### config.mk
export PLATFORM = sky130hd
export DESIGN_NAME = spi_master_byte_transceiver
export DESIGN_NICKNAME = d
export VERILOG_FILES = /design/src/rtl/spim_pkg.sv /design/src/rtl/spim_core.sv /design/src/rtl/spim_out_buf.sv /design/src/rtl/spi_master_byte_transceiver.sv
export SDC_FILE = /design/constraint.sdc
export NUM_CORES = 1
export LEC_CHECK = 0
export BUFFER_PORTS_ARGS = -buffer_cell sky130_fd_sc_hd__buf_4
export CAP_MARGIN = 20
export CORE_MARGIN = 5
export CORE_UTILIZATION = 54
export CTS_CLUSTER_DIAMETER = 150
export DETAILED_ROUTE_END_ITERATION = 8
export HOLD_SLACK_MARGIN = 0.06
export PLACE_DENSITY = 0.77
export SYNTH_ARGS = -nofsm -noshare
export SYNTH_HDL_FRONTEND = slang
export SYNTH_SLANG_ARGS = --single-unit
### constraint.sdc
create_clock -name aclk -period 2.45 [get_ports aclk]
set_input_delay 0.245 -clock aclk [delete_from_list [all_inputs] [get_ports aclk]]
set_output_delay 0.245 -clock aclk [all_outputs]
set_load 0.005 [all_outputs]
### src/rtl/spim_pkg.sv
`timescale 1ns / 1ps

package spim_pkg;

    localparam int MAX_DIVIDER = 128;
    localparam int PRESCALE_W  = 7;
    localparam int EDGE_W      = 5;
    localparam int CFG_INDEX_W = 3;
    localparam int CFG_DATA_W  = 3;

    localparam logic [PRESCALE_W-1:0] MAX_HALF = PRESCALE_W'(MAX_DIVIDER / 2);
    localparam logic [EDGE_W-1:0]     LAST_EDGE = EDGE_W'(16);

    localparam logic [1:0] CMD_WRITE_DATA  = 2'd0;
    localparam logic [1:0] CMD_READ_DATA   = 2'd1;
    localparam logic [1:0] CMD_READ_STATUS = 2'd2;
    localparam logic [1:0] CMD_TICK        = 2'd3;

    localparam logic [CFG_INDEX_W-1:0] REG_ENABLE     = 3'd0;
    localparam logic [CFG_INDEX_W-1:0] REG_LSB_FIRST  = 3'd1;
    localparam logic [CFG_INDEX_W-1:0] REG_CPOL       = 3'd2;
    localparam logic [CFG_INDEX_W-1:0] REG_CPHA       = 3'd3;
    localparam logic [CFG_INDEX_W-1:0] REG_RATE       = 3'd4;
    localparam logic [CFG_INDEX_W-1:0] REG_IRQ_ENABLE = 3'd5;

    typedef struct packed {
        logic       sck;
        logic       mosi;
        logic [7:0] read_data;
        logic       transfer_done;
        logic       busy_res;
        logic       interrupt_request;
    } result_t;

    // half of the SCK period in ticks for each rate code
    function automatic logic [PRESCALE_W-1:0] half_period(input logic [2:0] code);
        logic [PRESCALE_W-1:0] half;
        unique case (code)
            3'd0:    half = PRESCALE_W'(2);
            3'd1:    half = PRESCALE_W'(8);
            3'd2:    half = PRESCALE_W'(32);
            3'd4:    half = PRESCALE_W'(1);
            3'd5:    half = PRESCALE_W'(4);
            3'd6:    half = PRESCALE_W'(16);
            default: half = MAX_HALF;
        endcase
        return half;
    endfunction

endpackage

### src/rtl/spim_core.sv
`timescale 1ns / 1ps

module spim_core (
    input  logic                            aclk,
    input  logic                            aresetn,
    input  logic                            cfg_wr_en,
    input  logic [spim_pkg::CFG_INDEX_W-1:0] cfg_index,
    input  logic [spim_pkg::CFG_DATA_W-1:0]  cfg_data,
    input  logic                            in_accept,
    input  logic [1:0]                      in_command,
    input  logic [7:0]                      in_write_data,
    input  logic                            in_miso,
    output spim_pkg::result_t               result
);
    import spim_pkg::*;

    logic                  enable_reg, enable_next;
    logic                  lsb_first_reg, lsb_first_next;
    logic                  cpol_reg, cpol_next;
    logic                  cpha_reg, cpha_next;
    logic [2:0]            rate_reg, rate_next;
    logic                  irq_en_reg, irq_en_next;

    logic [7:0]            shift_reg, shift_next;
    logic [7:0]            received_reg, received_next;
    logic [EDGE_W-1:0]     edge_count_reg, edge_count_next;
    logic [PRESCALE_W-1:0] prescale_reg, prescale_next;
    logic                  sck_level_reg, sck_level_next;
    logic                  busy_reg, busy_next;
    logic                  done_reg, done_next;
    logic                  mosi_reg, mosi_next;

    logic [7:0]            read_data;
    logic [EDGE_W-1:0]     edge_inc;
    logic [PRESCALE_W-1:0] prescale_inc;
    logic                  leading;

    assign edge_inc     = edge_count_reg + EDGE_W'(1);
    assign prescale_inc = prescale_reg + PRESCALE_W'(1);
    assign leading      = edge_inc[0];

    always_comb begin
        enable_next     = enable_reg;
        lsb_first_next  = lsb_first_reg;
        cpol_next       = cpol_reg;
        cpha_next       = cpha_reg;
        rate_next       = rate_reg;
        irq_en_next     = irq_en_reg;
        shift_next      = shift_reg;
        received_next   = received_reg;
        edge_count_next = edge_count_reg;
        prescale_next   = prescale_reg;
        sck_level_next  = sck_level_reg;
        busy_next       = busy_reg;
        done_next       = done_reg;
        mosi_next       = mosi_reg;
        read_data       = 8'd0;

        if (cfg_wr_en) begin
            case (cfg_index)
                REG_ENABLE: begin
                    enable_next = cfg_data[0];
                    if (!cfg_data[0] && busy_reg) begin
                        busy_next       = 1'b0;
                        edge_count_next = '0;
                        prescale_next   = '0;
                        sck_level_next  = cpol_reg;
                    end
                end
                REG_LSB_FIRST: lsb_first_next = cfg_data[0];
                REG_CPOL: begin
                    cpol_next = cfg_data[0];
                    if (!busy_reg) begin
                        sck_level_next = cfg_data[0];
                    end
                end
                REG_CPHA:       cpha_next   = cfg_data[0];
                REG_RATE:       rate_next   = cfg_data;
                REG_IRQ_ENABLE: irq_en_next = cfg_data[0];
                default: ;
            endcase
        end else if (in_accept) begin
            unique case (in_command)
                CMD_WRITE_DATA: begin
                    if (!busy_reg && enable_reg) begin
                        shift_next      = in_write_data;
                        busy_next       = 1'b1;
                        edge_count_next = '0;
                        prescale_next   = '0;
                        sck_level_next  = cpol_reg;
                        if (!cpha_reg) begin
                            mosi_next = lsb_first_reg ? in_write_data[0] : in_write_data[7];
                        end
                    end
                end
                CMD_READ_DATA: begin
                    read_data = received_reg;
                    done_next = 1'b0;
                end
                CMD_READ_STATUS: ;
                CMD_TICK: begin
                    if (busy_reg) begin
                        if (prescale_inc >= half_period(rate_reg)) begin
                            prescale_next   = '0;
                            edge_count_next = edge_inc;
                            sck_level_next  = ~sck_level_reg;
                            if (leading != cpha_reg) begin
                                shift_next = lsb_first_reg ? {in_miso, shift_reg[7:1]}
                                                           : {shift_reg[6:0], in_miso};
                            end else if (cpha_reg || edge_inc < LAST_EDGE) begin
                                mosi_next = lsb_first_reg ? shift_reg[0] : shift_reg[7];
                            end
                            if (edge_inc >= LAST_EDGE) begin
                                received_next   = shift_next;
                                busy_next       = 1'b0;
                                done_next       = 1'b1;
                                edge_count_next = '0;
                                sck_level_next  = cpol_reg;
                            end
                        end else begin
                            prescale_next = prescale_inc;
                        end
                    end
                end
            endcase
        end
    end

    always_comb begin
        result.sck               = busy_next ? sck_level_next : cpol_reg;
        result.mosi              = mosi_next;
        result.read_data         = read_data;
        result.transfer_done     = done_next;
        result.busy_res          = busy_next;
        result.interrupt_request = done_next & irq_en_reg;
    end

    always_ff @(posedge aclk) begin
        if (!aresetn) begin
            enable_reg     <= 1'b0;
            lsb_first_reg  <= 1'b0;
            cpol_reg       <= 1'b0;
            cpha_reg       <= 1'b0;
            rate_reg       <= 3'd0;
            irq_en_reg     <= 1'b0;
            shift_reg      <= 8'd0;
            received_reg   <= 8'd0;
            edge_count_reg <= '0;
            prescale_reg   <= '0;
            sck_level_reg  <= 1'b0;
            busy_reg       <= 1'b0;
            done_reg       <= 1'b0;
            mosi_reg       <= 1'b0;
        end else begin
            enable_reg     <= enable_next;
            lsb_first_reg  <= lsb_first_next;
            cpol_reg       <= cpol_next;
            cpha_reg       <= cpha_next;
            rate_reg       <= rate_next;
            irq_en_reg     <= irq_en_next;
            shift_reg      <= shift_next;
            received_reg   <= received_next;
            edge_count_reg <= edge_count_next;
            prescale_reg   <= prescale_next;
            sck_level_reg  <= sck_level_next;
            busy_reg       <= busy_next;
            done_reg       <= done_next;
            mosi_reg       <= mosi_next;
        end
    end

endmodule

### src/rtl/spim_out_buf.sv
`timescale 1ns / 1ps

module spim_out_buf (
    input  logic              aclk,
    input  logic              aresetn,
    input  logic              push,
    input  spim_pkg::result_t push_data,
    output logic              has_room,
    output logic              out_valid,
    input  logic              out_ready,
    output spim_pkg::result_t out_data
);
    import spim_pkg::*;

    result_t    entry_mem [2];
    logic [1:0] count_reg, count_next;
    logic       wr_ptr_reg, wr_ptr_next;
    logic       rd_ptr_reg, rd_ptr_next;
    logic       pop;

    assign has_room  = (count_reg != 2'd2);
    assign out_valid = (count_reg != 2'd0);
    assign pop       = out_valid && out_ready;
    assign out_data  = entry_mem[rd_ptr_reg];

    always_comb begin
        wr_ptr_next = push ? ~wr_ptr_reg : wr_ptr_reg;
        rd_ptr_next = pop ? ~rd_ptr_reg : rd_ptr_reg;
        count_next  = count_reg + {1'b0, push} - {1'b0, pop};
    end

    always_ff @(posedge aclk) begin
        if (push) begin
            entry_mem[wr_ptr_reg] <= push_data;
        end
    end

    always_ff @(posedge aclk) begin
        if (!aresetn) begin
            count_reg  <= 2'd0;
            wr_ptr_reg <= 1'b0;
            rd_ptr_reg <= 1'b0;
        end else begin
            count_reg  <= count_next;
            wr_ptr_reg <= wr_ptr_next;
            rd_ptr_reg <= rd_ptr_next;
        end
    end

endmodule

### src/rtl/spi_master_byte_transceiver.sv
`timescale 1ns / 1ps
// Byte-wide SPI master (modes 0 to 3) driven by a word stream.
// Input channel (s_valid/s_ready): each word carries a command: write data
// (start a transfer), read data (return the received byte, clear done),
// read status, or clock tick (one prescaler step; samples s_miso).
// Result channel (m_valid/m_ready): exactly one word per input word, with
// SCK and MOSI levels, read data, done, busy and interrupt request as they
// stand after that command.
// Configuration: cfg_wr_en/cfg_index/cfg_data write one of the six control
// registers per write; write only while no result is outstanding.
// Result path: a result is registered in the two-entry result buffer when its input word is taken.
// Throughput: one word per cycle while s_ready is high; the state update is a single pass of
// logic between the state registers and the two-entry result buffer.
// Stall: while the receiver holds m_ready low, up to two results queue;
// s_ready then drops until one is taken. No word is lost or repeated.
// Reset: all control and shift state clears, SCK idles low, MOSI is low.

module spi_master_byte_transceiver (
    input  logic                             aclk,
    input  logic                             aresetn,
    input  logic                             cfg_wr_en,
    input  logic [spim_pkg::CFG_INDEX_W-1:0] cfg_index,
    input  logic [spim_pkg::CFG_DATA_W-1:0]  cfg_data,
    input  logic                             s_valid,
    output logic                             s_ready,
    input  logic [1:0]                       s_command,
    input  logic [7:0]                       s_write_data,
    input  logic                             s_miso,
    output logic                             m_valid,
    input  logic                             m_ready,
    output logic                             m_sck,
    output logic                             m_mosi,
    output logic [7:0]                       m_read_data,
    output logic                             m_transfer_done,
    output logic                             m_busy_res,
    output logic                             m_interrupt_request
);
    import spim_pkg::*;

    logic    in_accept;
    result_t core_result;
    result_t out_result;

    assign in_accept = s_valid && s_ready;

    spim_core u_core (
        .aclk          (aclk),
        .aresetn       (aresetn),
        .cfg_wr_en     (cfg_wr_en),
        .cfg_index     (cfg_index),
        .cfg_data      (cfg_data),
        .in_accept     (in_accept),
        .in_command    (s_command),
        .in_write_data (s_write_data),
        .in_miso       (s_miso),
        .result        (core_result)
    );

    spim_out_buf u_out_buf (
        .aclk      (aclk),
        .aresetn   (aresetn),
        .push      (in_accept),
        .push_data (core_result),
        .has_room  (s_ready),
        .out_valid (m_valid),
        .out_ready (m_ready),
        .out_data  (out_result)
    );

    assign m_sck               = out_result.sck;
    assign m_mosi              = out_result.mosi;
    assign m_read_data         = out_result.read_data;
    assign m_transfer_done     = out_result.transfer_done;
    assign m_busy_res          = out_result.busy_res;
    assign m_interrupt_request = out_result.interrupt_request;

endmodule

==> reports/results.ini <==
[placed_design]
gp_congestion = 0.867
port_buffers = 36
dp_worst_setup_slack_ps = -95.8
dpl.hpwl_um = 5790
dpl_cell_area_mm2 = 0.00442
dpl.cell_count = 529

[cts]
clk_latency_ps = 360
tritoncts = built
cts_buffer_depth = 2
cts_made_buffers = 9
cts_sinks = 71
cts.clk_slew.worst_paths_ps = 80
hold_buffers = 0
cts-root-buf = clkbuf_8
htree_levels = 3

[drt]
met1_length_um = 3420
dr_wl_met2_um = 4190
wl_per_cell_um = 14.7
wl_met3_um = 344
vias = 3016
routed.top_layer = met4
vias_per_cell = 5.46
drt_first_pass_iters = 4
route.detailed.drc = 0
antenna_left = 0
drt_iter0_markers = 214
wl_um = 8120

[cells_and_area]
largest_reg_flops = 26
final_util_pct = 66.8
final_area_mm2 = 0.00477
synthToLayoutAreaGrowth_pct = 22.6
regArea_mm2 = 0.00169
fill_cells = 569
drive_above_1_share_pct = 31.6
multi_input_area_mm2 = 0.00217
antenna-diode-count = 0
final_nets = 484
instances_no_fill = 552

[logic_synthesis]
ys_async_sr_fraction_pct = 0
dominantRegCellSynth = dfxtp_1
ys_types = 62
synth_area_leaders = dfxtp_1 (23%), edfxtp_1 (20%), mux2i_1 (9.8%), mux2_2 (6.4%), ha_1 (4.5%)
synth-edff-count = 26
avgSynthCellArea_um2 = 10.1
syn_inst = 386
netlist_top_cells_count = nor2_1 (46), dfxtp_1 (45), mux2i_1 (38), nand2_1 (33), edfxtp_1 (26)
ys_ff_latch = 71
synth_top_area_cell = dfxtp_1
yosysWarnings = 0
synth_most_common_cell = nor2_1
netlist_area_mm2 = 0.00389
synth_top_area_share_pct = 23.2
yosysSeqAreaShare_pct = 43.2
synth_fp_nets = 422

[power_and_ir_drop]
switching_power_mw = 0.813
p_clk_share_pct = 31.5
netSwitchingFraction_pct = 27.4
irDropWorstVdd_mv = 0.314
internal_power_mw = 2.15
seqPwrFrac_pct = 47.4
totalPowerFinal_mw = 2.97
pwr-share-comb_pct = 21.1
p_per_area_mw_per_mm2 = 622
p_leak_nw = 2.06

[sta]
whs_ps = 124
worst_pin_slew_ps = 691
slew_violations = 0
period_share_pct = 99.0
setup_viol = 0
period_minus_slack_ps = 2430
hold_violations = 0
rsz0062_at_grt = true
fmax_mhz = 412
skew_ps = 11.5
layout_setup_ws_ps = 24.4
max-slew-margin-rel_pct = 53.7
finalSetupTns_ps = 0

[min_path]
hold_depth = 3
hold_class = input pin to register

[worst_setup_path]
crit_slowest_cell = dfxtp_4
cp_max_fo = 4
critPathLaunchType = register
cp_data_required_time_ps = 2540
crit_path_end_kind = register
worstPathArrival_ps = 2510
cp_num_buf_inv = 0
critPathMaxStageDelay_ps = 370
setup.worst_path.class = register to register
critical_path.cell_chain = ha_4, nand3_4, xnor2_1, ha_1, a211oi_2, o21bai_2, a21o_4, and2_4, a221oi_4, mux2i_1
cpLargestDelayFamily = compound AO/OA/AOI/OAI gates
path_depth = 10
r2r_cells = 10

[run_status]
status = completed

[grt]
grt_pass1_wl_um = 13500
grt_overflow_total = 0
gr-usage-all-layers_pct = 19.2
grt_pass1_vias = 3028
grt_antenna_before_repair = 0
grt_max_degree = 28

[floorplanning]
core_mm2 = 0.00714
initial_core_util_pct = 54.5
dieWidth_um = 94.9
io_pins = 37
die-area_mm2 = 0.00900
die_y_um = 94.9
row_count = 31

[job]
cap_violations = 0

[final cells by class]
type / count / area share (%)
flip-flops and latches: 71 / 35.5
multi-input cells: 283 / 45.5
clock inverters: 7 / 1.50
inverters: 16 / 1.26
repair buffers: 67 / 11.1
well taps: 99 / 2.60
clock buffers: 9 / 2.60
[power groups by stage]
stage                     registers [mW]  logic, mW  clock network, mW
after detailed placement            1.44      0.608                  0
after floorplan                     1.40      0.380                  0
after global placement              1.43      0.584                  0
after CTS                           1.41      0.618              0.945
after global routing                1.42      0.683               1.01
final                               1.40      0.627              0.934
[metal layers]
layer	up-vias	global-route usage, %
li1	1507	-
met3	13	4.70
met5	-	0
met1	1433	21.6
met4	0	7.21
met2	63	34.8
[final timing paths]
kind / from / endpoint / slack [ps]
min: cfg_data[1] / u_core.rate_reg[1]$_SDFFE_PN0P_ / 120
min reg2reg: u_core.edge_count_reg[4]$_SDFFE_PN0P_ / u_core.edge_count_reg[4]$_SDFFE_PN0P_ / 500
max: u_core.prescale_reg[0]$_SDFFE_PN0P_ / u_out_buf.entry_mem[1][12]$_DFFE_PP_ / 20
max reg2reg: u_core.prescale_reg[0]$_SDFFE_PN0P_ / u_out_buf.entry_mem[1][12]$_DFFE_PP_ / 20
[cell families after synthesis]
group	after synthesis	synth area share, %
adder cells (fa/ha/maj)	14	4.50
buffers and inverters	32	3.25
multiplexers	60	16.2
AND/OR/NAND/NOR	144	19.8
AO/OA/AOI/OAI	54	10.2
XOR/XNOR	11	2.86
flip-flops	71	43.2
[cell usage in the layout, fill, tap and decap left out, types with 3 or more instances in the layout]
cell and count:
o211ai_1 4, edfxtp_1 26, inv_1 15, a31oi_1 3, ha_1 13, xnor2_1 4
o21ai_0 5, xor2_1 4, and2_1 3, a22oi_1 3, or3_1 4, nand2b_1 4
nor2b_1 3, dfxtp_2 3, buf_4 63, and3_1 10, clkinvlp_4 3, mux2_2 22
o22ai_1 4, nor2_1 45, nand3_1 7, clkbuf_8 9, nand3b_1 3, nor3b_1 4
nor3_1 5, nand2_1 33, mux2i_1 38, buf_6 3, dfxtp_1 40, nor3_2 3
a21oi_1 17
[tightest hold or removal path, cell delays in order]
cell and delay, ps:
buf_4 80, mux2i_1 50, nor2_1 70
[repair_timing]
item,in CTS,in global routing
pin swaps,8,9
setup buffers,3,3
endpoints found under the setup margin,19,41
resized for setup,8,13
Power figures use the tool's default switching activity.
